$ cat config.mk
export PLATFORM = sky130hd
export DESIGN_NAME = multiply_rotate_hash64_top
export DESIGN_NICKNAME = d
export VERILOG_FILES = /design/src/rtl/core/mrh64_pkg.sv /design/src/rtl/core/multiply_rotate_hash64_top.sv
export VERILOG_INCLUDE_DIRS = /design/src /design/src/rtl/core
export SDC_FILE = /design/constraint.sdc
export NUM_CORES = 2
export LEC_CHECK = 0
export ABC_AREA = 1
export BUFFER_PORTS_ARGS = -buffer_cell sky130_fd_sc_hd__buf_2
export CORE_ASPECT_RATIO = 0.5
export CORE_MARGIN = 2
export CORE_UTILIZATION = 45
export CTS_CLUSTER_SIZE = 14
export DETAILED_ROUTE_END_ITERATION = 8
export GPL_ROUTABILITY_DRIVEN = 0
export HOLD_SLACK_MARGIN = 0.1
export PLACE_DENSITY = 0.59
export REMOVE_ABC_BUFFERS = 1
export SKIP_LAST_GASP = 1
export SLEW_MARGIN = 20
export SYNTH_ARGS = -nofsm -noshare
export SYNTH_HDL_FRONTEND = slang
export SYNTH_SLANG_ARGS = --single-unit
$ cat constraint.sdc
create_clock -name clk -period 19.1 [get_ports clk]
set_input_delay 3.82 -clock clk [delete_from_list [all_inputs] [get_ports clk]]
set_output_delay 3.82 -clock clk [all_outputs]
set_load 0.02 [all_outputs]
$ cat src/rtl/core/multiply_rotate_hash64_top_macros.svh
// ----------------------------------------------------------------------------
// Assertion macros for the multiply-rotate hash block
// Shared forms for the concurrent checks placed at the end of the RTL modules.
// ----------------------------------------------------------------------------
`ifndef MULTIPLY_ROTATE_HASH64_TOP_MACROS_SVH
`define MULTIPLY_ROTATE_HASH64_TOP_MACROS_SVH

// The consequent must hold in the same cycle as the antecedent.
`define MRH64_ASSERT_SAME(label, clk, rst_n, ante, cons) \
	label: assert property (@(posedge clk) disable iff (!rst_n) (ante) |-> (cons)) \
		else $error("mrh64 check failed: same-cycle implication");

// The consequent must hold in the cycle after the antecedent.
`define MRH64_ASSERT_NEXT(label, clk, rst_n, ante, cons) \
	label: assert property (@(posedge clk) disable iff (!rst_n) (ante) |=> (cons)) \
		else $error("mrh64 check failed: next-cycle implication");

`endif

$ cat src/rtl/core/mrh64_pkg.sv
// ----------------------------------------------------------------------------
// mrh64_pkg
// Constants and types of the multiply-rotate 64-bit hash block.
// ----------------------------------------------------------------------------
`default_nettype none

package mrh64_pkg;

	// Hash constants.
	localparam logic [63:0] HASH_P1 = 64'h9e37_79b9_7f4a_7c15;
	localparam logic [63:0] HASH_P2 = 64'h6c62_2704_07bb_0142 ^ 64'h0000_002a_0000_0000;
	localparam logic [63:0] HASH_C3 = 64'h94d0_49bb_1331_11eb;

	// Shift and rotate amounts.
	localparam int unsigned ROT_MIX = 27;
	localparam int unsigned SHR_AV1 = 33;
	localparam int unsigned SHR_AV2 = 29;
	localparam int unsigned SHR_AV3 = 32;

	// Widths of the word fields.
	localparam int unsigned WORD_W   = 64;
	localparam int unsigned BYTES_W  = 4;
	localparam int unsigned LEN_W    = 32;
	localparam int unsigned HALF_W   = WORD_W / 2;
	localparam int unsigned IN_PAD_W = 72;

	// Maximum byte count of one word.
	localparam logic [BYTES_W-1:0] BYTES_FULL = 4'd8;

	// Last step of one 64-bit multiply on the 32x32 unit.
	localparam logic [1:0] MUL_STEP_LAST = 2'd3;

	// Sequencer states.
	typedef enum logic {
		S_IDLE,
		S_MUL
	} state_t;

	// Which multiply of the item is running.
	typedef enum logic [1:0] {
		PH_ABS1,
		PH_ABS2,
		PH_FIN1,
		PH_FIN2
	} phase_t;

	// Rotate left by the mixing amount.
	function automatic logic [WORD_W-1:0] rol_mix(input logic [WORD_W-1:0] v);
		rol_mix = (v << ROT_MIX) | (v >> (WORD_W - ROT_MIX));
	endfunction

endpackage

`default_nettype wire

$ cat src/rtl/core/multiply_rotate_hash64_top.sv
// Multiply-rotate 64-bit hash: accepts message words on s_* and returns one
// digest word on m_* for each word marked tlast. Each absorbing word runs
// two 64-bit multiplies through a single 32x32 multiplier, three partial
// products plus one drain step each, and s_tready stays low until both are
// done. A last word with data then runs the two avalanche multiplies, whose
// final step holds while an earlier digest is still unread. An empty word
// without tlast is taken without a multiply; an empty word with tlast runs
// only the two avalanche multiplies. The digest waits in an output register,
// so the next message may be absorbed while the previous digest has not yet
// been taken. A write of total_length applies at the start of the next message.
`include "multiply_rotate_hash64_top_macros.svh"
// ----------------------------------------------------------------------------
// multiply_rotate_hash64_top
// Iterative simplified xxHash-style 64-bit hash with a shared 32x32 multiplier.
// ----------------------------------------------------------------------------
`default_nettype none

module multiply_rotate_hash64_top
	import mrh64_pkg::*;
(
	input  wire logic                clk,
	input  wire logic                arst_n,
	// Configuration write channel: total_length.
	input  wire logic                cfg_valid,
	output logic                     cfg_ready,
	input  wire logic [LEN_W-1:0]    cfg_data,
	// Input stream.
	input  wire logic                s_tvalid,
	output logic                     s_tready,
	input  wire logic [IN_PAD_W-1:0] s_tdata,   // [63:0] data_word, [67:64] word_bytes, pad
	input  wire logic                s_tlast,   // last_word
	// Output stream.
	output logic                     m_tvalid,
	input  wire logic                m_tready,
	output logic [WORD_W-1:0]        m_tdata    // [63:0] digest
);

	// State and control registers.
	state_t              state_q, state_d;
	phase_t              phase_q, phase_d;
	logic [1:0]          cnt_q, cnt_d;
	logic                in_msg_q, in_msg_d;
	logic                last_q, last_d;
	logic                out_valid_q, out_valid_d;
	logic [LEN_W-1:0]    len_q;
	logic [WORD_W-1:0]   acc_q, acc_d;

	// Datapath registers.
	logic [WORD_W-1:0]   mul_a_q, mul_a_d;
	logic [WORD_W-1:0]   mac_q, mac_d;
	logic [WORD_W-1:0]   prod_q;
	logic [WORD_W-1:0]   digest_q, digest_d;

	// Combinational helpers.
	logic                s_accept;
	logic                stall;
	logic [BYTES_W-1:0]  nb;
	logic [WORD_W-1:0]   word_masked;
	logic [WORD_W-1:0]   acc_start;
	logic [WORD_W-1:0]   mul_b;
	logic [HALF_W-1:0]   op_a;
	logic [HALF_W-1:0]   op_b;
	logic [WORD_W-1:0]   prod_shifted;
	logic [WORD_W-1:0]   mul_res;

	assign cfg_ready = 1'b1;
	assign s_tready  = (state_q == S_IDLE);
	assign s_accept  = s_tvalid & s_tready;
	assign m_tvalid  = out_valid_q;
	assign m_tdata   = digest_q;

	// Clamp the byte count to eight and keep only the valid low bytes.
	assign nb = s_tdata[WORD_W+BYTES_W-1] ? BYTES_FULL : s_tdata[WORD_W+BYTES_W-1:WORD_W];

	always_comb begin
		for (int i = 0; i < WORD_W / 8; i++) begin
			word_masked[i*8 +: 8] = (BYTES_W'(i) < nb) ? s_tdata[i*8 +: 8] : 8'h00;
		end
	end

	// Accumulator at the start of an item.
	assign acc_start = in_msg_q ? acc_q : (HASH_P1 ^ {{(WORD_W-LEN_W){1'b0}}, len_q});

	// Operand selection for the shared 32x32 multiplier.
	assign mul_b = ((phase_q == PH_ABS1) || (phase_q == PH_FIN1)) ? HASH_P1 : HASH_P2;
	assign op_a  = (cnt_q == 2'd1) ? mul_a_q[WORD_W-1:HALF_W] : mul_a_q[HALF_W-1:0];
	assign op_b  = (cnt_q == 2'd2) ? mul_b[WORD_W-1:HALF_W] : mul_b[HALF_W-1:0];

	// Cross products land in the upper half of the 64-bit result.
	assign prod_shifted = {prod_q[HALF_W-1:0], {HALF_W{1'b0}}};
	assign mul_res      = mac_q + prod_shifted;

	// The final multiply holds its last step while the digest register is full.
	assign stall = (state_q == S_MUL) && (phase_q == PH_FIN2) && (cnt_q == MUL_STEP_LAST)
		&& out_valid_q && !m_tready;

	// Sequencer: next state and datapath loads.
	always_comb begin
		state_d     = state_q;
		phase_d     = phase_q;
		cnt_d       = cnt_q;
		acc_d       = acc_q;
		in_msg_d    = in_msg_q;
		last_d      = last_q;
		mul_a_d     = mul_a_q;
		mac_d       = mac_q;
		digest_d    = digest_q;
		out_valid_d = out_valid_q & ~m_tready;
		case (state_q)
			S_IDLE: begin
				if (s_accept) begin
					acc_d    = acc_start;
					in_msg_d = !s_tlast;
					last_d   = s_tlast;
					cnt_d    = 2'd0;
					if (nb != '0) begin
						mul_a_d = word_masked;
						phase_d = PH_ABS1;
						state_d = S_MUL;
					end else if (s_tlast) begin
						mul_a_d = acc_start ^ (acc_start >> SHR_AV1);
						phase_d = PH_FIN1;
						state_d = S_MUL;
					end
				end
			end
			S_MUL: begin
				if (!stall) begin
					cnt_d = cnt_q + 2'd1;
					case (cnt_q)
						2'd0: begin
							mac_d = (phase_q == PH_ABS2) ? HASH_C3 : '0;
						end
						2'd1: begin
							mac_d = mac_q + prod_q;
						end
						2'd2: begin
							mac_d = mac_q + prod_shifted;
						end
						default: begin
						end
					endcase
					if (cnt_q == MUL_STEP_LAST) begin
						case (phase_q)
							PH_ABS1: begin
								mul_a_d = rol_mix(acc_q ^ mul_res);
								phase_d = PH_ABS2;
							end
							PH_ABS2: begin
								acc_d = mul_res;
								if (last_q) begin
									mul_a_d = mul_res ^ (mul_res >> SHR_AV1);
									phase_d = PH_FIN1;
								end else begin
									state_d = S_IDLE;
								end
							end
							PH_FIN1: begin
								mul_a_d = mul_res ^ (mul_res >> SHR_AV2);
								phase_d = PH_FIN2;
							end
							PH_FIN2: begin
								digest_d    = mul_res ^ (mul_res >> SHR_AV3);
								out_valid_d = 1'b1;
								state_d     = S_IDLE;
							end
							default: begin
								state_d = S_IDLE;
							end
						endcase
					end
				end
			end
			default: begin
				state_d = S_IDLE;
			end
		endcase
	end

	// Control registers.
	always_ff @(posedge clk or negedge arst_n) begin
		if (!arst_n) begin
			state_q     <= S_IDLE;
			phase_q     <= PH_ABS1;
			cnt_q       <= 2'd0;
			in_msg_q    <= 1'b0;
			last_q      <= 1'b0;
			out_valid_q <= 1'b0;
			acc_q       <= HASH_P1;
			len_q       <= '0;
		end else begin
			state_q     <= state_d;
			phase_q     <= phase_d;
			cnt_q       <= cnt_d;
			in_msg_q    <= in_msg_d;
			last_q      <= last_d;
			out_valid_q <= out_valid_d;
			acc_q       <= acc_d;
			if (cfg_valid && cfg_ready) begin
				len_q <= cfg_data;
			end
		end
	end

	// Datapath registers; the product register holds while the last step stalls.
	always_ff @(posedge clk) begin
		mul_a_q  <= mul_a_d;
		mac_q    <= mac_d;
		digest_q <= digest_d;
		if (!stall) begin
			prod_q <= op_a * op_b;
		end
	end

	// An empty word without tlast only opens or continues the message.
	`MRH64_ASSERT_NEXT(a_empty_open, clk, arst_n, s_accept && (nb == '0) && !s_tlast, (state_q == S_IDLE) && in_msg_q)
	// A last word always closes the message.
	`MRH64_ASSERT_NEXT(a_last_close, clk, arst_n, s_accept && s_tlast, !in_msg_q && last_q && (state_q == S_MUL))
	// Finishing the final multiply presents a digest.
	`MRH64_ASSERT_NEXT(a_fin_out, clk, arst_n, (state_q == S_MUL) && (phase_q == PH_FIN2) && (cnt_q == MUL_STEP_LAST) && !stall, m_tvalid && (state_q == S_IDLE))
	// A stall only occurs while an earlier digest is still unread.
	`MRH64_ASSERT_SAME(a_stall_busy, clk, arst_n, stall, m_tvalid && !m_tready)

endmodule

`default_nettype wire
==> impl_table.tex <==
\begin{tabular}{lr}
\hline
Metric & Value \\
\hline
\multicolumn{2}{l}{\textbf{Finish}} \\
\quad Most frequent standard cell in the layout excluding fill and tap cells & inv\_1 \\
\quad Finished Core Util & 48.80\% \\
\quad Ratio of cells with drive above 1 in the final layout & 7.186\% \\
\quad Most frequent cells in the layout & 1593 x inv\_1, 1325 x nand2\_1, 816 x fa\_1 \\
\quad Number of nets at the end of the flow & 8420 \\
\quad Fillcell total & 12.37k \\
\quad Area grow syn2layout & 7.695\% \\
\multicolumn{2}{l}{\textbf{GRT}} \\
\quad Vias in the first global route & 46.87k \\
\quad Global-route wire length before repair & 311100 um \\
\quad Initial antenna violation count & 4 \\
\quad Maximum number of pins on one net before global-route repair & 82 \\
\quad Overflow left after global routing & 0 \\
\quad Overall Global Routing Usage & 33.81\% \\
\multicolumn{2}{l}{\textbf{STA}} \\
\quad Final setup violation count & 0 \\
\quad Total negative slack for setup checks & 0 ns \\
\quad Final period utilization & 54.85\% \\
\quad Slew at the pin closest to its max-slew limit & 1.187 ns \\
\quad Post-route worst setup slack & 8.624 ns \\
\quad Final Skew & 0.04425 ns \\
\quad Min Tclk post-route & 10.48 ns \\
\quad Max-Slew Margin vs Limit & 20.59\% \\
\quad Timing-limited maximum frequency & 95.46 MHz \\
\quad Final-report max-slew violation count & 0 \\
\quad Setup repair after global routing missed its margin & false \\
\quad Final Hold Violating Endpoints & 0 \\
\multicolumn{2}{l}{\textbf{Floorplanning}} \\
\quad Die outline height & 253.0 um \\
\quad Die Outline Area & 127100 um\^{}2 \\
\quad Initial core utilization & 45.31\% \\
\quad Placeable core region & 123200 um\^{}2 \\
\quad Core Rows & 91 \\
\quad \# IOs & 177 \\
\quad Width of the chip & 502.1 um \\
\multicolumn{2}{l}{\textbf{Yosys}} \\
\quad FFs w/ async S/R, synth & 28.89\% \\
\quad Seq/Total Area, Yosys & 18.52\% \\
\quad Synthesized flop and latch total & 360 \\
\quad Per-instance average area after synthesis & 8.058 um\^{}2 \\
\quad Dominant register cell in the synthesized netlist & edfxtp\_1 \\
\quad Post-Synthesis Cells & 6927 \\
\quad Number of enable flip-flop cells after synthesis & 256 \\
\quad Unique cell type count in the Yosys netlist & 65 \\
\quad Yosys synthesis warning count & 0 \\
\quad Cell area after synthesis & 55820 um\^{}2 \\
\multicolumn{2}{l}{\textbf{Placement}} \\
\quad Input/output buffers & 171 \\
\quad Worst slack after detailed placement & 8.955 ns \\
\quad Half-perimeter wire length after placement & 180900 um \\
\multicolumn{2}{l}{\textbf{Drt}} \\
\quad Antenna-violating nets left & 0 \\
\quad DRT iter0 DRCs & 6728 \\
\quad Via-to-Cell Ratio & 5.546 \\
\quad First-pass DRT Iterations & 9 \\
\quad Total via count after detailed routing & 48.66k \\
\quad Total wirelength of the detailed-routed design & 216100 um \\
\quad Post-route DRC violation count & 0 \\
\quad Routed len/inst & 24.63 um \\
\multicolumn{2}{l}{\textbf{Clock network}} \\
\quad Clock slew at the register clock pins of the worst setup and hold paths & 0.06 ns \\
\quad Postcts setup bufs & 0 \\
\quad Maximum number of buffers from clock root to sink & 3 \\
\quad Hold\_buf cts & 0 \\
\quad Insertion delay to the later sink of the worst-skew pair & 0.62 ns \\
\quad CTS tree & done \\
\quad Resize count post-CTS & 0 \\
\quad Clk Tree Root Cell & clkbuf\_16 \\
\quad CTS buffer count & 44 \\
\quad Maximum level of the CTS H-tree & 2 \\
\quad Number of sinks on the clock net & 360 \\
\multicolumn{2}{l}{\textbf{Setup path}} \\
\quad Path type of the worst setup path & reg -> reg \\
\quad Crit path required time & 19.41 ns \\
\quad Startpoint types & register \\
\quad CP Capture Type & register \\
\quad Largest stage delay on the critical path & 1.06 ns \\
\quad Critical-path maximum fanout & 43 \\
\quad Worst-path cell with the longest stage delay & nor2\_1 \\
\quad Arrival time at the worst endpoint & 10.79 ns \\
\quad Most frequent cell on the critical path & fa\_1 \\
\multicolumn{2}{l}{\textbf{Job}} \\
\quad Maximum capacitance violations & 0 \\
\multicolumn{2}{l}{\textbf{Hold path}} \\
\quad Path class of the lowest-slack min-delay path & reg -> reg \\
\multicolumn{2}{l}{\textbf{Outcome}} \\
\quad Outcome & complete, no violations \\
\hline
\end{tabular}
==> worst max-delay path, delay by kind of cell, from the launching register on <==
family / cells / cell delay, ns
flops: 1 / 0.43
fa+ha+maj: 10 / 5.07
buf+inv: 6 / 1.63
xor+xnor: 1 / 0.16
simple gates: 7 / 2.27
compound gates: 2 / 0.55
==> cell type report <==
class	instances	area, um^2	area share (%)
Clock buffer	55	1194	1.986
Inverter	1629	6116	10.17
Timing Repair Buffer	235	1339	2.227
Multi-Input combinational cell	4792	38810	64.56
Tap cell	1674	2095	3.484
Clock inverter	26	210.2	0.3497
Antenna cell	2	5.005	0.008325
Sequential cell	360	10340	17.21
==> layer usage <==
layer / global-route usage [%] / up-vias / wire, um
li1: - / 21749 / -
met4: 11.63 / 2 / 8752
met2: 49.54 / 2892 / 89800
met3: 9.626 / 446 / 28620
met1: 47.78 / 23569 / 88900
met5: 0 / - / 13
==> final timing paths <==
path	start	endpoint	slack [ns]	depth (start not counted)
max in group asynchronous	arst_n	acc_q[21]	14.49	2
max	cnt_q[1]	prod_q[50]	8.62	26
min	len_q[7]	len_q[7]	0.50	1
min reg2reg	len_q[7]	len_q[7]	0.50	1
max reg2reg	cnt_q[1]	prod_q[50]	8.62	26
min in group asynchronous	arst_n	acc_q[7]	3.20	1
==> metrics by stage <==
step                      hold WS (ns)  area [um^2]  cells
after detailed placement        0.4947        58710   8690
after CTS                       0.5090        60110   8771
final                           0.5032        60120   8773
after global routing            0.5196        60110   8771
after floorplan                 0.4751        55190   6781
after global placement          0.4898        58710   8690
==> state kept, by name (all words and copies together) (netlist names) <==
register and flops:
len_q 32, acc_q 64, m_tdata 64, cnt_q 2, prod_q 64, mul_a_q 64, state_q 1, last_q 1
m_tvalid 1, in_msg_q 1, phase_q 2, mac_q 64
==> cells in the mapped netlist, types with 38 or more instances <==
cell type  count  area share, %
fa_1         816             29
o21ai_0      367            3.3
edfxtp_1     256             14
a21oi_1      307            2.8
dfstp_2       38            1.8
ha_1         432            9.7
o211ai_1      42           0.56
nor2_1       656            4.4
clkbuf_1      91           0.61
inv_1       1597             11
xnor2_1       44           0.69
nand2_1     1326            8.9
dfrtp_1       66            3.0
xor2_1       107            1.7
nand3_1      283            2.5
==> cell families after synthesis <==
family,after synthesis,synth area share [%]
simple gates,2424,17.81
buf+inv,1775,12.09
fa+ha+maj,1248,38.95
compound gates,934,9.524
flops,360,18.52
xor+xnor,156,2.535
mux,28,0.5648
other cells,2,0.01345
Power is left out: the tool's default activity adds up to more than one toggle a clock period on the data nets, which glitch-free logic cannot reach.
